### src/design/timed_digital_output_bank_defines.svh
// Assertion macros shared by the timed digital output bank RTL.
// Every macro samples on clk_i and is disabled while rst_ni is low.
`ifndef TIMED_DIGITAL_OUTPUT_BANK_DEFINES_SVH
`define TIMED_DIGITAL_OUTPUT_BANK_DEFINES_SVH

// The property must hold at every sampled clock edge outside reset.
`define TDOB_ASSERT(lbl, prop, msg) \
  lbl: assert property (@(posedge clk_i) disable iff (!rst_ni) (prop)) else $error(msg);

// The antecedent must imply the consequent in the following cycle.
`define TDOB_ASSERT_NEXT(lbl, ante, cons, msg) \
  lbl: assert property (@(posedge clk_i) disable iff (!rst_ni) (ante) |=> (cons)) \
    else $error(msg);

`endif

### src/design/tdob_pkg.sv
`timescale 1ns / 1ps
// Package for the timed digital output bank: field widths, codes and the cell status type.
// Used by tdob_cell and timed_digital_output_bank; depends on nothing.
package tdob_pkg;

  // Field widths of the input and result items.
  localparam int unsigned IDX_W = 3;
  localparam int unsigned CNT_W = 16;
  localparam int unsigned LVL_W = 8;

  // Number of outputs an index can address.
  localparam int unsigned IDX_SPAN = 8;

  // Default bank size.
  localparam int unsigned NUM_OUTPUTS_DEF = 8;

  // Function codes of an input item.
  localparam logic FUNC_SET  = 1'b0;
  localparam logic FUNC_TICK = 1'b1;

  // Cause codes of a result item.
  localparam logic CAUSE_SET    = 1'b0;
  localparam logic CAUSE_EXPIRY = 1'b1;

  // Status one cell reports to the bank controller.
  typedef struct packed {
    logic tok;   // cell holds the walk token
    logic fire;  // cell holds the token and its countdown expires on this step
    logic last;  // no later cell expires during this walk
  } cell_st_t;

endpackage

### src/design/tdob_cell.sv
`timescale 1ns / 1ps
// One output cell: level bit, 16-bit countdown and its slot of the tick token chain.
// Depends on tdob_pkg.
module tdob_cell (
  input  logic                        clk_i,
  input  logic                        rst_ni,
  input  logic                        adv_i,
  input  logic                        tok_i,
  input  logic                        set_en_i,
  input  logic                        level_i,
  input  logic [tdob_pkg::CNT_W-1:0]  count_i,
  input  logic                        later_i,
  output logic                        tok_o,
  output logic                        level_o,
  output logic                        later_o,
  output tdob_pkg::cell_st_t          st_o
);
  import tdob_pkg::*;

  logic             tok_q;
  logic             level_q;
  logic [CNT_W-1:0] cnt_q;
  logic             step;
  logic             expiring;

  // The cell is walked when it holds the token and the output side can take a result.
  assign step     = tok_q && adv_i;
  assign expiring = (cnt_q == CNT_W'(1));

  // A set transfer loads the cell; a tick step counts down and inverts on expiry.
  always_ff @(posedge clk_i or negedge rst_ni) begin
    if (!rst_ni) begin
      tok_q   <= 1'b0;
      level_q <= 1'b0;
      cnt_q   <= '0;
    end else begin
      if (tok_i) begin
        tok_q <= 1'b1;
      end else if (step) begin
        tok_q <= 1'b0;
      end
      if (set_en_i) begin
        level_q <= level_i;
        cnt_q   <= count_i;
      end else if (step && (cnt_q != '0)) begin
        cnt_q <= cnt_q - CNT_W'(1);
        if (expiring) begin
          level_q <= ~level_q;
        end
      end
    end
  end

  // Token hand-off and the chain that tells earlier cells a later one will fire.
  assign tok_o   = step;
  assign level_o = level_q;
  assign later_o = later_i || expiring;

  always_comb begin
    st_o.tok  = tok_q;
    st_o.fire = tok_q && expiring;
    st_o.last = !later_i;
  end

endmodule

### src/design/timed_digital_output_bank.sv
`timescale 1ns / 1ps
// Top level of the timed digital output bank: a chain of output cells and the result register.
// Depends on tdob_pkg, tdob_cell and timed_digital_output_bank_defines.svh.
//
//  Channel | Handshake               | Payload
//  --------+-------------------------+------------------------------------------------
//  input   | in_valid_i / in_stall_o | func_i, output_index_i, level_i, countdown_i
//  result  | out_valid_o/out_stall_i | levels_o, changed_index_o, cause_o, last_o
//
// A set transfer loads its result straight into the output register.
// A tick passes a token down the cell chain, one cell per cycle while out_stall_i does not
// hold the result register: the walk visits all NUM_OUTPUTS cells after the tick transfer,
// and the next transfer is taken only once the walk has ended.
// The input stalls for the whole tick walk and while a held result blocks the register.
// Reset clears all levels, countdowns, the token and the result valid flag.
module timed_digital_output_bank #(
  parameter int unsigned NUM_OUTPUTS = tdob_pkg::NUM_OUTPUTS_DEF
) (
  input  logic                        clk_i,
  input  logic                        rst_ni,
  input  logic                        in_valid_i,
  output logic                        in_stall_o,
  input  logic                        func_i,
  input  logic [tdob_pkg::IDX_W-1:0]  output_index_i,
  input  logic                        level_i,
  input  logic [tdob_pkg::CNT_W-1:0]  countdown_i,
  output logic                        out_valid_o,
  input  logic                        out_stall_i,
  output logic [tdob_pkg::LVL_W-1:0]  levels_o,
  output logic [tdob_pkg::IDX_W-1:0]  changed_index_o,
  output logic                        cause_o,
  output logic                        last_o
);
  import tdob_pkg::*;

  `include "timed_digital_output_bank_defines.svh"

  localparam int unsigned PTR_W = (NUM_OUTPUTS > 1) ? $clog2(NUM_OUTPUTS) : 1;
  localparam logic [PTR_W-1:0] PTR_LAST = PTR_W'(NUM_OUTPUTS - 1);
  localparam int unsigned LVL_CELLS = (NUM_OUTPUTS < LVL_W) ? NUM_OUTPUTS : LVL_W;

  logic                   busy_q;
  logic [PTR_W-1:0]       ptr_q;
  logic                   out_valid_q;
  logic [LVL_W-1:0]       levels_q;
  logic [IDX_W-1:0]       changed_index_q;
  logic                   cause_q;
  logic                   last_q;

  logic                   adv;
  logic                   in_acc;
  logic                   start;
  logic                   set_acc;
  logic                   fire;
  logic                   fire_last;
  logic [NUM_OUTPUTS-1:0] set_en_vec;
  logic [NUM_OUTPUTS-1:0] tok_vec;
  logic [NUM_OUTPUTS-1:0] tok_out_vec;
  logic [NUM_OUTPUTS-1:0] lvl_vec;
  logic [NUM_OUTPUTS-1:0] later_vec;
  logic [NUM_OUTPUTS-1:0] fire_vec;
  logic [NUM_OUTPUTS-1:0] last_vec;
  logic [LVL_W-1:0]       levels_w;
  logic [LVL_W-1:0]       fire_w;
  logic [LVL_W-1:0]       set_mask;
  logic [LVL_W-1:0]       set_levels;
  cell_st_t               cell_st [NUM_OUTPUTS];

  // Handshake: the walk and a held result both block new input.
  assign adv        = !(out_valid_q && out_stall_i);
  assign in_stall_o = busy_q || !adv;
  assign in_acc     = in_valid_i && !in_stall_o;
  assign start      = in_acc && (func_i == FUNC_TICK);
  assign set_acc    = in_acc && (func_i == FUNC_SET)
                      && (32'(output_index_i) < 32'(NUM_OUTPUTS));

  // The row of cells with the token chain running up and the expiry look-ahead running down.
  for (genvar i = 0; i < NUM_OUTPUTS; i++) begin : g_cell
    logic tok_in;
    logic later_in;

    if (i == 0) begin : g_first
      assign tok_in = start;
    end else begin : g_next
      assign tok_in = tok_out_vec[i-1];
    end

    if (i == NUM_OUTPUTS - 1) begin : g_top
      assign later_in = 1'b0;
    end else begin : g_below
      assign later_in = later_vec[i+1];
    end

    if (i < IDX_SPAN) begin : g_addr
      assign set_en_vec[i] = set_acc && (output_index_i == IDX_W'(i));
    end else begin : g_noaddr
      assign set_en_vec[i] = 1'b0;
    end

    tdob_cell u_cell (
      .clk_i    (clk_i),
      .rst_ni   (rst_ni),
      .adv_i    (adv),
      .tok_i    (tok_in),
      .set_en_i (set_en_vec[i]),
      .level_i  (level_i),
      .count_i  (countdown_i),
      .later_i  (later_in),
      .tok_o    (tok_out_vec[i]),
      .level_o  (lvl_vec[i]),
      .later_o  (later_vec[i]),
      .st_o     (cell_st[i])
    );

    assign tok_vec[i]  = cell_st[i].tok;
    assign fire_vec[i] = cell_st[i].fire;
    assign last_vec[i] = cell_st[i].last;
  end

  // Only one cell holds the token, so plain reductions pick its status.
  assign fire      = |fire_vec;
  assign fire_last = |(fire_vec & last_vec);

  // Level word of the addressable outputs, and the same word with the firing output inverted.
  always_comb begin
    levels_w = '0;
    fire_w   = '0;
    for (int unsigned i = 0; i < LVL_CELLS; i++) begin
      levels_w[i] = lvl_vec[i];
      fire_w[i]   = fire_vec[i];
    end
  end

  assign set_mask   = LVL_W'(1) << output_index_i;
  assign set_levels = (levels_w & ~set_mask) | (level_i ? set_mask : '0);

  // Walk control: the pointer follows the token so the result can name the cell.
  always_ff @(posedge clk_i or negedge rst_ni) begin
    if (!rst_ni) begin
      busy_q <= 1'b0;
      ptr_q  <= '0;
    end else if (start) begin
      busy_q <= 1'b1;
      ptr_q  <= '0;
    end else if (busy_q && adv) begin
      if (ptr_q == PTR_LAST) begin
        busy_q <= 1'b0;
        ptr_q  <= '0;
      end else begin
        ptr_q <= ptr_q + PTR_W'(1);
      end
    end
  end

  // Result register: loaded by a set transfer or by a firing cell, freed by an output transfer.
  always_ff @(posedge clk_i or negedge rst_ni) begin
    if (!rst_ni) begin
      out_valid_q <= 1'b0;
    end else if (set_acc || (busy_q && adv && fire)) begin
      out_valid_q <= 1'b1;
    end else if (!out_stall_i) begin
      out_valid_q <= 1'b0;
    end
  end

  always_ff @(posedge clk_i) begin
    if (set_acc) begin
      levels_q        <= set_levels;
      changed_index_q <= output_index_i;
      cause_q         <= CAUSE_SET;
      last_q          <= 1'b1;
    end else if (busy_q && adv && fire) begin
      levels_q        <= levels_w ^ fire_w;
      changed_index_q <= IDX_W'(ptr_q);
      cause_q         <= CAUSE_EXPIRY;
      last_q          <= fire_last;
    end
  end

  assign out_valid_o     = out_valid_q;
  assign levels_o        = levels_q;
  assign changed_index_o = changed_index_q;
  assign cause_o         = cause_q;
  assign last_o          = last_q;

  // The token exists exactly while a walk runs, and never in two cells.
  `TDOB_ASSERT(a_tok_onehot, $onehot0(tok_vec), "more than one cell holds the token")
  `TDOB_ASSERT(a_tok_busy, busy_q == (|tok_vec), "token presence disagrees with the walk flag")
  // A walk ends only after the pointer has reached the last cell.
  `TDOB_ASSERT(a_walk_end, $fell(busy_q) |-> ($past(ptr_q) == PTR_LAST),
    "walk ended before the last cell")
  // A firing step always leaves a result in the output register.
  `TDOB_ASSERT_NEXT(a_fire_loads, busy_q && adv && fire, out_valid_q && (cause_q == CAUSE_EXPIRY),
    "firing cell did not load a result")

endmodule
### config.mk
export PLATFORM = sky130hd
export DESIGN_NAME = timed_digital_output_bank
export DESIGN_NICKNAME = d
export VERILOG_FILES = /design/src/design/tdob_pkg.sv /design/src/design/tdob_cell.sv /design/src/design/timed_digital_output_bank.sv
export VERILOG_INCLUDE_DIRS = /design/src /design/src/design
export SDC_FILE = /design/constraint.sdc
export NUM_CORES = 1
export LEC_CHECK = 0
export ABC_AREA = 1
export BUFFER_PORTS_ARGS = -buffer_cell sky130_fd_sc_hd__buf_2
export CAP_MARGIN = 5
export CORE_MARGIN = 5
export CORE_UTILIZATION = 55
export DETAILED_ROUTE_END_ITERATION = 8
export PLACE_DENSITY_LB_ADDON = 0.1
export SKIP_CTS_REPAIR_TIMING = 1
export SLEW_MARGIN = 20
export SYNTH_ARGS = -nofsm -noshare
export SYNTH_HDL_FRONTEND = slang
export SYNTH_SLANG_ARGS = --single-unit
### constraint.sdc
create_clock -name clk_i -period 3.52 [get_ports clk_i]
set_clock_uncertainty 0.2 [all_clocks]
set_input_delay 0.176 -clock clk_i [delete_from_list [all_inputs] [get_ports clk_i]]
set_output_delay 0.176 -clock clk_i [all_outputs]
set_load 0.01 [all_outputs]
==> results of run 1 <==
registers in the layout (all words and copies together) (netlist names):
| register | flops |
|---|---|
| busy_q | 1 |
| last_o | 1 |
| levels_o | 8 |
| g_cell.u_cell.cnt_q | 128 |
| ptr_q | 3 |
| out_valid_o | 1 |
| g_cell.u_cell.level_o | 8 |
| cause_o | 1 |
| g_cell.u_cell.tok_q | 8 |
| changed_index_o | 3 |
cells in the mapped netlist (3+ instances only):
library cell and count:
a21oi_1 36, a22oi_1 4, buf_2 9, buf_4 3, buf_6 4, clkbuf_1 8, dfrtp_1 149, edfxtp_1 11
ha_1 26, inv_1 122, inv_2 18, nand2_1 266, nand2_2 15, nand2_4 6, nand3_1 85, nand3_2 4
nand4_1 15, nor2_1 178, nor2_2 17, nor2_4 8, nor3_1 20, o211ai_1 48, o21ai_0 25, o21ai_1 4
o21bai_1 3, o221ai_1 58, o22ai_1 3, o311ai_1 3, xnor2_1 16, xor2_1 68
worst max-delay path, stage by stage (launching register included):
cell and delay, ns:
dfrtp_1 0.40, nand2_4 0.20, nand3_2 0.12, nor2_4 0.37, inv_1 0.39, nand2_1 0.53
routing by layer:
layer  wire [microns]  GRT usage (%)  vias to the layer above
met5                0              0                        -
met4             1130           10.7                        0
met3             1320           4.27                       62
met2            12600           41.0                      232
met1            13100           37.9                     4247
li1                 -              -                     4363
logic make-up after synthesis:
| logic type | count (synthesis) |
|---|---|
| simple gates | 626 |
| compound gates | 198 |
| buf+inv | 164 |
| flops | 162 |
| xor+xnor | 84 |
| fa+ha+maj | 26 |
| mux | 1 |
cell type report:
cell class              instances  share of cell area, %
clock buffers                  26                   4.63
clock inverters                 4                  0.623
inverters                     140                   4.68
multi-input cells             935                   47.2
flip-flops and latches        162                   36.5
well taps                     229                   2.55
repair buffers                 62                   3.82
worst paths after layout:
path / slack, ns / cells after the start / end / start
max in group asynchronous: 2.08 / 4 / g_cell[4].u_cell.cnt_q[13]$_DFFE_PN0P_ / rst_ni
min reg2reg: 0.29 / 2 / busy_q$_DFFE_PN0P_ / busy_q$_DFFE_PN0P_
min in group asynchronous: 0.09 / 2 / g_cell[5].u_cell.cnt_q[12]$_DFFE_PN0P_ / rst_ni
max: 0.93 / 5 / levels_o[3]$_DFFE_PP_ / out_valid_o$_DFFE_PN0P_
max reg2reg: 0.93 / 5 / levels_o[3]$_DFFE_PP_ / out_valid_o$_DFFE_PN0P_
min: -0.007 / 3 / changed_index_o[1]$_DFFE_PP_ / output_index_i[1]
power breakdown:
| part | leakage, nW | switching, mW | internal [mW] |
|---|---|---|---|
| Sequential | 1.98 | 0.770 | 2.67 |
| Combinational | 2.88 | 2.15 | 1.36 |
| Clock | 0.291 | 0.741 | 1.15 |
| Total | 5.15 | 3.66 | 5.18 |
through the flow:
stage | worst slack, ns | hold WS, ns
global route | 0.820 | 0.00346
detailed placement | 0.956 | 0.0254
finish | 0.928 | -0.00731
floorplan | 1.47 | -0.320
CTS | 0.946 | -0.427
global placement | 0.987 | 0.0298
==> impl_table.tex, run 1 <==
\begin{tabular}{lr}
\hline
Metric & Value \\
\hline
\multicolumn{2}{l}{\textbf{Timing}} \\
\quad Slew Viols, Final & 0 \\
\quad Tightest slew margin relative to the limit & 50.0\% \\
\quad RSZ-0062 raised after global routing & no \\
\quad Final count of negative-setup-slack endpoints & 0 \\
\quad Worst slew pin tran & 0.748 ns \\
\quad Maximum operating frequency & between 0.3 and 0.4 GHz \\
\quad Final sum of negative setup slack & 0 ns \\
\quad Part of the cycle the worst path needs & around 74\% \\
\quad Final Hold Vio Count & 1 \\
\quad Post-layout min period & between 2 and 3 ns \\
\quad Hold WS & -0.00731 ns \\
\multicolumn{2}{l}{\textbf{Placement}} \\
\quad Placed cell count & between 1.5k and 2k \\
\quad Routability Congestion & between 0.8 and 0.9 \\
\quad Final HPWL from detailed placement & slightly below 20000 microns \\
\quad Count of input and output buffers & 39 \\
\quad Placed cell areas & around 0.010 sq mm \\
\multicolumn{2}{l}{\textbf{Synthesis}} \\
\quad Gate count after technology mapping & 1261 \\
\quad Most frequently used flop master after synthesis & dfrtp\_1 \\
\quad Fraction of the mapped netlist area in adder cells & 3.23\% \\
\quad Area of the mapped netlist & about 0.010 sq mm \\
\quad Total nets after synthesis & 1312 \\
\quad Avg Inst Size Synth & roughly 8 sq um \\
\quad Share of the synthesized area in the top cell type & a little under two fifths \\
\quad Total of warnings raised by yosys & 0 \\
\quad Flip-flop and latch count after synthesis & 162 \\
\quad Share of synthesized area spent on multiplexers & less than 1\% \\
\quad Sequential cell area fraction in the yosys report & roughly two fifths \\
\quad Largest family of logic cells by synthesized area & simple AND/OR/NAND/NOR gates \\
\quad Number of enable-type register cells in the synthesized netlist & 11 \\
\quad Main area contributors after synthesis & dfrtp\_1 37\%, nand2\_1 9.9\%, nor2\_1 6.6\% \\
\quad Xor/xnor cell area share of the yosys netlist & $\sim$7.3\% \\
\quad Cell taking the most area after synthesis & dfrtp\_1 \\
\quad Share of synthesized cell area in and, or, nand and nor gates & around 28\% \\
\quad Fraction of registers with async set or reset after synthesis & 92.0\% \\
\quad Number of different library cells in the post-synthesis netlist & 48 \\
\quad Compound-cell area share of the yosys netlist & about 14\% \\
\multicolumn{2}{l}{\textbf{Layout}} \\
\quad Final \#Nets & around 1.4k \\
\quad Sequential cell area in the final layout & approximately 0.004 sq mm \\
\quad Diode count & 0 \\
\quad Utilization of the core after routing & 62.3\% \\
\quad Final design area excluding fillers & between 0.01 and 0.015 sq mm \\
\quad Area of combinational cells with multiple inputs & 0.00531 sq mm \\
\quad Most common library cell in the layout ignoring fill and taps & nand2\_1 \\
\quad Area growth from synthesis to final layout & 11.6\% \\
\quad Ratio of cells with drive above 1 in the final layout & about 11\% \\
\quad Commonest non-fill, non-tap cells in the layout & 266 x nand2\_1, 178 x nor2\_1, 149 x dfrtp\_1, 122 x inv\_1, 85 x nand3\_1 \\
\quad Fillers & $\sim$1.6k \\
\quad Cell Count, Final, Fillers Out & about 1.6k \\
\multicolumn{2}{l}{\textbf{Clocking}} \\
\quad Number of clock sinks & about 160 \\
\quad Clock-pin transition on the worst setup and hold timing paths & around 0.06 ns \\
\quad CTS tree & yes \\
\quad Clock Latency Late Sink & between 0.4 and 0.5 ns \\
\quad Maximum number of buffers from clock root to sink & 2 \\
\quad Clock buffer count from CTS & 17 \\
\quad Count of H-tree levels built during CTS & 4 \\
\quad Clock root buffer master & clkbuf\_16 \\
\multicolumn{2}{l}{\textbf{Run status}} \\
\quad Violations in the final reports & negative hold slack \\
\quad Outcome & complete, but fails checks \\
\multicolumn{2}{l}{\textbf{Power}} \\
\quad Leakage power & around 5.2 nW \\
\quad Total power draw & between 8 and 9 mW \\
\quad Worst IR drop on VDD & 446 uV \\
\quad Power per standard cell area & between 700 and 800 mW/mm\^{}2 \\
\multicolumn{2}{l}{\textbf{Floorplan}} \\
\quad Die height & between 100 and 150 microns \\
\quad Area of the core & between 0.015 and 0.02 sq mm \\
\quad Initial cell density of the core & roughly 56\% \\
\quad Die Footprint & 0.0211 sq mm \\
\quad Die X & 145 microns \\
\quad Num rows & 49 \\
\quad IO Count & 40 \\
\multicolumn{2}{l}{\textbf{Route}} \\
\quad Post-detailed-route count of antenna-violating nets & 0 \\
\quad Number of DRC markers in iteration 0 & 608 \\
\quad Number of vias per cell after detailed routing & approximately 5.7 \\
\quad Post-Route WL & $\sim$28000 microns \\
\quad Number of optimization iterations in the first detailed-route pass & 5 \\
\quad Remaining DRCs & 0 \\
\quad DR vias & 8904 \\
\quad Drt wl/cell & between 15 and 20 microns \\
\multicolumn{2}{l}{\textbf{GRT}} \\
\quad First-pass GRT wire length & 45400 microns \\
\quad Remaining global-route overflow & 0 \\
\quad Number of antenna violations at the first check in global routing & 0 \\
\quad Global Route Usage Sum & a little over a quarter \\
\quad Vias in the first global route & between 8k and 9k \\
\quad Largest net degree at the start of global routing & a little over 70 \\
\multicolumn{2}{l}{\textbf{Setup path}} \\
\quad Kind of critical path & flip-flop to flip-flop \\
\quad Worst-path fanout max & 20 \\
\quad Category of the worst setup path launch point & flip-flop \\
\quad Arrival time reported for the critical path endpoint & $\sim$2.5 ns \\
\quad Data required time at the worst endpoint & about 3.4 ns \\
\quad Kind of capture point of the worst setup path & flip-flop \\
\multicolumn{2}{l}{\textbf{Run}} \\
\quad Max-capacitance violation count & 0 \\
\multicolumn{2}{l}{\textbf{Min path}} \\
\quad Class of the most critical hold timing path & input port to flip-flop \\
\hline
\end{tabular}
(Power assumes the default switching activity.)
==> run 2, diff against run 1 <==
- clock period: 3.52 -> 2.71 ns (I/O delays scaled with it)
==> impl_table.tex, run 2 (synthesis results as in run 1) <==
\begin{tabular}{lr}
\hline
Metric & Value \\
\hline
\multicolumn{2}{l}{\textbf{Run status}} \\
\quad Outcome & complete, but fails checks \\
\quad Violations in the final reports & negative hold slack \\
\multicolumn{2}{l}{\textbf{Setup path}} \\
\quad Kind of capture point of the worst setup path & flip-flop \\
\quad Arrival time reported for the critical path endpoint & 2.36 ns \\
\quad Crit path top cell by count & nand2\_1 \\
\quad Kind of critical path & flip-flop to flip-flop \\
\quad Worst path slowest cell & nand2\_1 \\
\quad Sequence of cells on the critical path & inv\_1, ha\_1, nand2\_1, nor2\_1, nand3\_1, nand2\_1, nor2\_1, nand2\_1, nand2\_1, nand2\_1 \\
\quad Category of the worst setup path launch point & flip-flop \\
\quad Worst-path fanout max & 11 \\
\quad Delay of the slowest cell on the worst path & 0.42 ns \\
\quad Data required time at the worst endpoint & about 2.6 ns \\
\multicolumn{2}{l}{\textbf{Placement}} \\
\quad Routability Congestion & around 0.95 \\
\quad Final HPWL from detailed placement & between 20000 and 25000 microns \\
\quad Count of input and output buffers & 39 \\
\quad Placed cell areas & 0.0105 sq mm \\
\multicolumn{2}{l}{\textbf{Timing}} \\
\quad Final sum of negative setup slack & 0 ns \\
\quad Part of the cycle the worst path needs & between 90 and 100\% \\
\quad Tightest slew margin relative to the limit & 54.5\% \\
\quad Slew Viols, Final & 0 \\
\quad RSZ-0062 raised after global routing & no \\
\quad Worst slew pin tran & between 0.6 and 0.7 ns \\
\quad Maximum operating frequency & between 0.4 and 0.5 GHz \\
\quad Final count of negative-setup-slack endpoints & 0 \\
\quad Hold WS & -0.000381 ns \\
\quad Final Hold Vio Count & 2 \\
\quad Post-layout min period & 2.50 ns \\
\multicolumn{2}{l}{\textbf{Route}} \\
\quad DR vias & 8995 \\
\quad Number of optimization iterations in the first detailed-route pass & 7 \\
\quad Post-detailed-route count of antenna-violating nets & 0 \\
\quad Remaining DRCs & 0 \\
\quad Post-Route WL & between 20000 and 30000 microns \\
\quad Number of vias per cell after detailed routing & around 5.7 \\
\quad Drt wl/cell & around 18 microns \\
\quad Number of DRC markers in iteration 0 & $\sim$630 \\
\multicolumn{2}{l}{\textbf{Floorplan}} \\
\quad Die height & around 150 microns \\
\quad Area of the core & around 0.018 sq mm \\
\quad Die X & about 150 microns \\
\quad Initial cell density of the core & between 50\% and 60\% \\
\quad Num rows & between 40 and 50 \\
\quad Die Footprint & 0.0211 sq mm \\
\quad IO Count & 40 \\
\multicolumn{2}{l}{\textbf{Run}} \\
\quad Max-capacitance violation count & 0 \\
\multicolumn{2}{l}{\textbf{Layout}} \\
\quad Area of combinational cells with multiple inputs & around 0.0053 sq mm \\
\quad Final \#Nets & around 1.4k \\
\quad Area growth from synthesis to final layout & 12.7\% \\
\quad Most flops, register & g\_cell.u\_cell.cnt\_q \\
\quad Ratio of cells with drive above 1 in the final layout & 12.0\% \\
\quad Most common library cell in the layout ignoring fill and taps & nand2\_1 \\
\quad Number of flip-flops in the largest register & around 130 \\
\quad Commonest non-fill, non-tap cells in the layout & 266 x nand2\_1, 178 x nor2\_1, 149 x dfrtp\_1, 122 x inv\_1, 85 x nand3\_1 \\
\quad Fillers & between 1.5k and 2k \\
\quad Sequential cell area in the final layout & between 0.004 and 0.005 sq mm \\
\quad Final design area excluding fillers & 0.0114 sq mm \\
\multicolumn{2}{l}{\textbf{GRT}} \\
\quad Remaining global-route overflow & 0 \\
\quad Vias in the first global route & around 8.5k \\
\quad Global Route Usage Sum & 26.7\% \\
\quad First-pass GRT wire length & between 40000 and 50000 microns \\
\quad Largest net degree at the start of global routing & 55 \\
\quad Number of antenna violations at the first check in global routing & 1 \\
\multicolumn{2}{l}{\textbf{Clocking}} \\
\quad Count of H-tree levels built during CTS & 4 \\
\quad Clock buffer count from CTS & 17 \\
\quad Number of clock sinks & around 160 \\
\quad Clock-pin transition on the worst setup and hold timing paths & approximately 0.07 ns \\
\quad Clock Latency Late Sink & 0.43 ns \\
\quad Clock root buffer master & clkbuf\_16 \\
\quad CTS tree & yes \\
\quad Maximum number of buffers from clock root to sink & 2 \\
\multicolumn{2}{l}{\textbf{Power}} \\
\quad Power per standard cell area & around 1000 mW/mm\^{}2 \\
\quad Leakage power & about 5.2 nW \\
\quad Worst IR drop on VDD & 479 uV \\
\multicolumn{2}{l}{\textbf{Min path}} \\
\quad Class of the most critical hold timing path & input port to asynchronous set/reset pin \\
\hline
\end{tabular}
[run 2: stage by stage]
step                cells  utilization, %  setup WS [ns]  total power [mW]
floorplan            1261               -          0.664              7.87
global placement     1519            58.5          0.339              8.87
detailed placement   1519            58.5          0.263              8.99
CTS                  1551            61.9          0.248              11.6
global route         1571            63.0         0.0114              12.5
finish               1571            63.0          0.215              11.6
[run 2: where the power goes]
| part | leakage (nW) | internal (mW) | switching (mW) |
|---|---|---|---|
| clock network | 0.302 | 1.58 | 0.982 |
| registers | 1.98 | 3.47 | 0.986 |
| logic | 2.92 | 1.78 | 2.83 |
| total | 5.20 | 6.82 | 4.80 |
[run 2: worst max-delay path, delay by kind of cell, from the launching register on]
family,cells,cell delay [ns]
DFF,1,0.39
adders and majority gates,1,0.17
buffers and inverters,1,0.15
and+or+nand+nor,8,1.21
[run 2: layout make-up]
class / count / area share (%)
multi-input combinational: 935 / 46.7
sequential: 162 / 36.1
inverter: 140 / 4.63
timing repair buffer: 72 / 4.48
clock buffer: 24 / 4.43
tap: 229 / 2.52
clock inverter: 8 / 1.07
antenna: 1 / 0.0220
[run 2: layer usage]
| layer | routed length, microns | GRT usage (%) | vias to the layer above |
|---|---|---|---|
| met5 | 0 | 0 | - |
| met4 | 898 | 8.91 | 0 |
| met3 | 1560 | 4.86 | 58 |
| met2 | 13100 | 42.1 | 317 |
| met1 | 12800 | 37.4 | 4235 |
| li1 | - | - | 4385 |
[run 2: path summary, 6_finish.rpt]
check                                                 startpoint                                     to  slack, ns  depth (start not counted)
min in group clk_i                             output_index_i[2]           changed_index_o[2]$_DFFE_PP_       0.01                          3
setup / recovery           g_cell[3].u_cell.cnt_q[1]$_DFFE_PN0P_                  levels_o[3]$_DFFE_PP_       0.21                         10
hold / removal                                            rst_ni  g_cell[5].u_cell.cnt_q[9]$_DFFE_PN0P_    -0.0004                          2
setup reg to reg           g_cell[3].u_cell.cnt_q[1]$_DFFE_PN0P_                  levels_o[3]$_DFFE_PP_       0.21                         10
hold reg to reg            g_cell[7].u_cell.cnt_q[1]$_DFFE_PN0P_  g_cell[7].u_cell.cnt_q[1]$_DFFE_PN0P_       0.30                          2
max in group asynchronous                                 rst_ni  g_cell[0].u_cell.cnt_q[3]$_DFFE_PN0P_       1.53                          3
==> run 3, diff against run 2 <==
- CORE_MARGIN: 5 -> 2
- clock period: 2.71 -> 2.86 ns (I/O delays scaled with it)
==> impl_table.tex, run 3 (synthesis results as in run 1) <==
\begin{tabular}{lr}
\hline
Metric & Value \\
\hline
\multicolumn{2}{l}{\textbf{GRT}} \\
\quad First-pass GRT wire length & about 45000 microns \\
\quad Met2 capacity usage during global routing & 44.6\% \\
\quad Fraction of met3 tracks used by global routing & about 5.7\% \\
\quad Vias in the first global route & around 8.5k \\
\quad Largest net degree at the start of global routing & 84 \\
\quad Number of antenna violations at the first check in global routing & 1 \\
\quad Global Route Usage Sum & slightly below 30\% \\
\quad Met1 demand-to-capacity share in global routing & between 40 and 50\% \\
\quad Layer with the highest usage after global routing & met2 \\
\quad Remaining global-route overflow & 0 \\
\multicolumn{2}{l}{\textbf{Route}} \\
\quad DR vias & roughly 9k \\
\quad Number of optimization iterations in the first detailed-route pass & 6 \\
\quad Post-detailed-route count of antenna-violating nets & 0 \\
\quad Drt wl/cell & $\sim$18 microns \\
\quad Number of vias per cell after detailed routing & between 5 and 6 \\
\quad Remaining DRCs & 0 \\
\quad Number of DRC markers in iteration 0 & roughly 600 \\
\quad Post-Route WL & between 20000 and 30000 microns \\
\multicolumn{2}{l}{\textbf{Setup path}} \\
\quad Delay of the slowest cell on the worst path & around 0.43 ns \\
\quad Endpoint of the most critical register-to-register path & levels\_o[7]\$\_DFFE\_PP\_ \\
\quad Sequence of cells on the critical path & inv\_1, ha\_1, nand2\_1, nor2\_1, nand3\_1, nand2\_1, nor2\_1, nand2\_1, nand2\_1, nand2\_1 \\
\quad CP bufs+invs & 1 \\
\quad Minimum setup slack among reg-to-reg paths & 0.37 ns \\
\quad Crit path top cell by count & nand2\_1 \\
\quad Worst path slowest cell & nand2\_1 \\
\quad R2R depth & 10 \\
\quad Kind of critical path & flip-flop to flip-flop \\
\quad Worst R2R Start & g\_cell[3].u\_cell.cnt\_q[1]\$\_DFFE\_PN0P\_ \\
\quad Category of the worst setup path launch point & flip-flop \\
\quad Crit path max-delay family & simple AND/OR/NAND/NOR gates \\
\quad Kind of capture point of the worst setup path & flip-flop \\
\quad Worst-path fanout max & 11 \\
\quad Arrival time reported for the critical path endpoint & 2.35 ns \\
\quad Data required time at the worst endpoint & $\sim$2.7 ns \\
\multicolumn{2}{l}{\textbf{Placement}} \\
\quad Placed cell count & 1516 \\
\quad Routability Congestion & around 0.90 \\
\quad Placed cell areas & approximately 0.011 sq mm \\
\quad Final HPWL from detailed placement & $\sim$20000 microns \\
\quad Count of input and output buffers & 39 \\
\multicolumn{2}{l}{\textbf{Timing}} \\
\quad RSZ-0062 raised after global routing & no \\
\quad Final Hold Vio Count & 1 \\
\quad Tightest slew margin relative to the limit & between 40 and 50\% \\
\quad Hold WS & -0.00198 ns \\
\quad Part of the cycle the worst path needs & between 80\% and 90\% \\
\quad Final sum of negative setup slack & 0 ns \\
\quad Maximum operating frequency & 0.402 GHz \\
\quad Slew Viols, Final & 0 \\
\quad Final count of negative-setup-slack endpoints & 0 \\
\quad Post-layout min period & 2.49 ns \\
\quad Worst slew pin tran & between 0.8 and 0.9 ns \\
\multicolumn{2}{l}{\textbf{Power}} \\
\quad Power per standard cell area & slightly below 1000 mW/mm\^{}2 \\
\quad Total power draw & around 11 mW \\
\quad Leakage power & $\sim$5.2 nW \\
\quad Worst IR drop on VDD & 644 uV \\
\multicolumn{2}{l}{\textbf{Clocking}} \\
\quad Count of H-tree levels built during CTS & 4 \\
\quad Maximum number of buffers from clock root to sink & 2 \\
\quad Clock-pin transition on the worst setup and hold timing paths & about 0.060 ns \\
\quad Clock root buffer master & clkbuf\_16 \\
\quad Clock Latency Late Sink & 0.43 ns \\
\quad Clock buffer count from CTS & 17 \\
\quad Number of clock sinks & between 150 and 200 \\
\quad CTS tree & yes \\
\multicolumn{2}{l}{\textbf{Min path}} \\
\quad HP Start & output\_index\_i[2] \\
\quad Class of the most critical hold timing path & input port to flip-flop \\
\quad Destination of the worst hold path & g\_cell[0].u\_cell.cnt\_q[2]\$\_DFFE\_PN0P\_ \\
\quad Count of cells along the worst hold path & 4 \\
\multicolumn{2}{l}{\textbf{Layout}} \\
\quad Ratio of cells with drive above 1 in the final layout & a little under an eighth \\
\quad Area growth from synthesis to final layout & 12.0\% \\
\quad Final design area excluding fillers & 0.0113 sq mm \\
\quad Commonest non-fill, non-tap cells in the layout & 266 x nand2\_1, 178 x nor2\_1, 149 x dfrtp\_1, 122 x inv\_1, 85 x nand3\_1 \\
\quad Most common library cell in the layout ignoring fill and taps & nand2\_1 \\
\quad Most flops, register & g\_cell.u\_cell.cnt\_q \\
\quad Final \#Nets & roughly 1.4k \\
\quad Number of flip-flops in the largest register & between 100 and 150 \\
\quad Cell Count, Final, Fillers Out & 1567 \\
\multicolumn{2}{l}{\textbf{Run status}} \\
\quad Outcome & complete, but fails checks \\
\quad Violations in the final reports & negative hold slack \\
\multicolumn{2}{l}{\textbf{Floorplan}} \\
\quad Num rows & 49 \\
\quad Area of the core & 0.0180 sq mm \\
\quad IO Count & 40 \\
\quad Die height & 139 microns \\
\quad Initial cell density of the core & 56.1\% \\
\quad Die Footprint & roughly 0.019 sq mm \\
\quad Die X & between 100 and 150 microns \\
\multicolumn{2}{l}{\textbf{Run}} \\
\quad Max-capacitance violation count & 0 \\
\hline
\end{tabular}
run 3: cell types whose count changed in the layout (fill, tap and decap cells not counted), sizes merged:
cell         before  now
buf              53   50
dlygate4sd3      19   18
clkbuf           24   23
clkinv            2    3
run 3: where the power goes:
group | internal (mW) | switching (mW)
logic | 1.68 | 2.67
clock network | 1.40 | 0.940
registers | 3.28 | 0.934
total | 6.36 | 4.54
run 3: final cells by class:
class	count	area (sq um)
Timing Repair Buffer	68	477
Clock inverter	9	130
Inverter	140	526
Antenna cell	1	2.50
Fill cell	1579	6680
Tap cell	229	287
Multi-Input combinational cell	935	5310
Sequential cell	162	4100
Clock buffer	23	458
run 3: metrics by stage:
step,utilization [%],worst slack [ns]
detailed placement,58.5,0.391
global placement,58.5,0.438
CTS,61.8,0.378
floorplan,-,0.814
finish,62.8,0.372
global route,62.8,0.205
run 3: worst min-delay path, stage by stage:
cell	delay, ns
buf_2	0.13
nor2_1	0.07
nand2_2	0.15
a21oi_1	0.09
run 3: how the worst max path moves through the flow:
stage,slack [ns],depth (start not counted),to,start
detailed placement,0.39,10,levels_o[0]$_DFFE_PP_,g_cell[3].u_cell.cnt_q[1]$_DFFE_PN0P_
global placement,0.44,10,levels_o[6]$_DFFE_PP_,g_cell[3].u_cell.cnt_q[1]$_DFFE_PN0P_
finish,0.37,10,levels_o[7]$_DFFE_PP_,g_cell[3].u_cell.cnt_q[1]$_DFFE_PN0P_
floorplan,0.81,10,changed_index_o[0]$_DFFE_PP_,g_cell[3].u_cell.cnt_q[1]$_DFFE_PN0P_
CTS,0.38,10,levels_o[7]$_DFFE_PP_,g_cell[3].u_cell.cnt_q[1]$_DFFE_PN0P_
global route,0.20,10,levels_o[3]$_DFFE_PP_,g_cell[7].u_cell.cnt_q[1]$_DFFE_PN0P_
run 3: per-layer routing:
layer	wire length (microns)	part of all wire [%]
met4	1180	4.2
met1	12900	46
met2	12300	44
met3	1830	6.5
met5	0	0
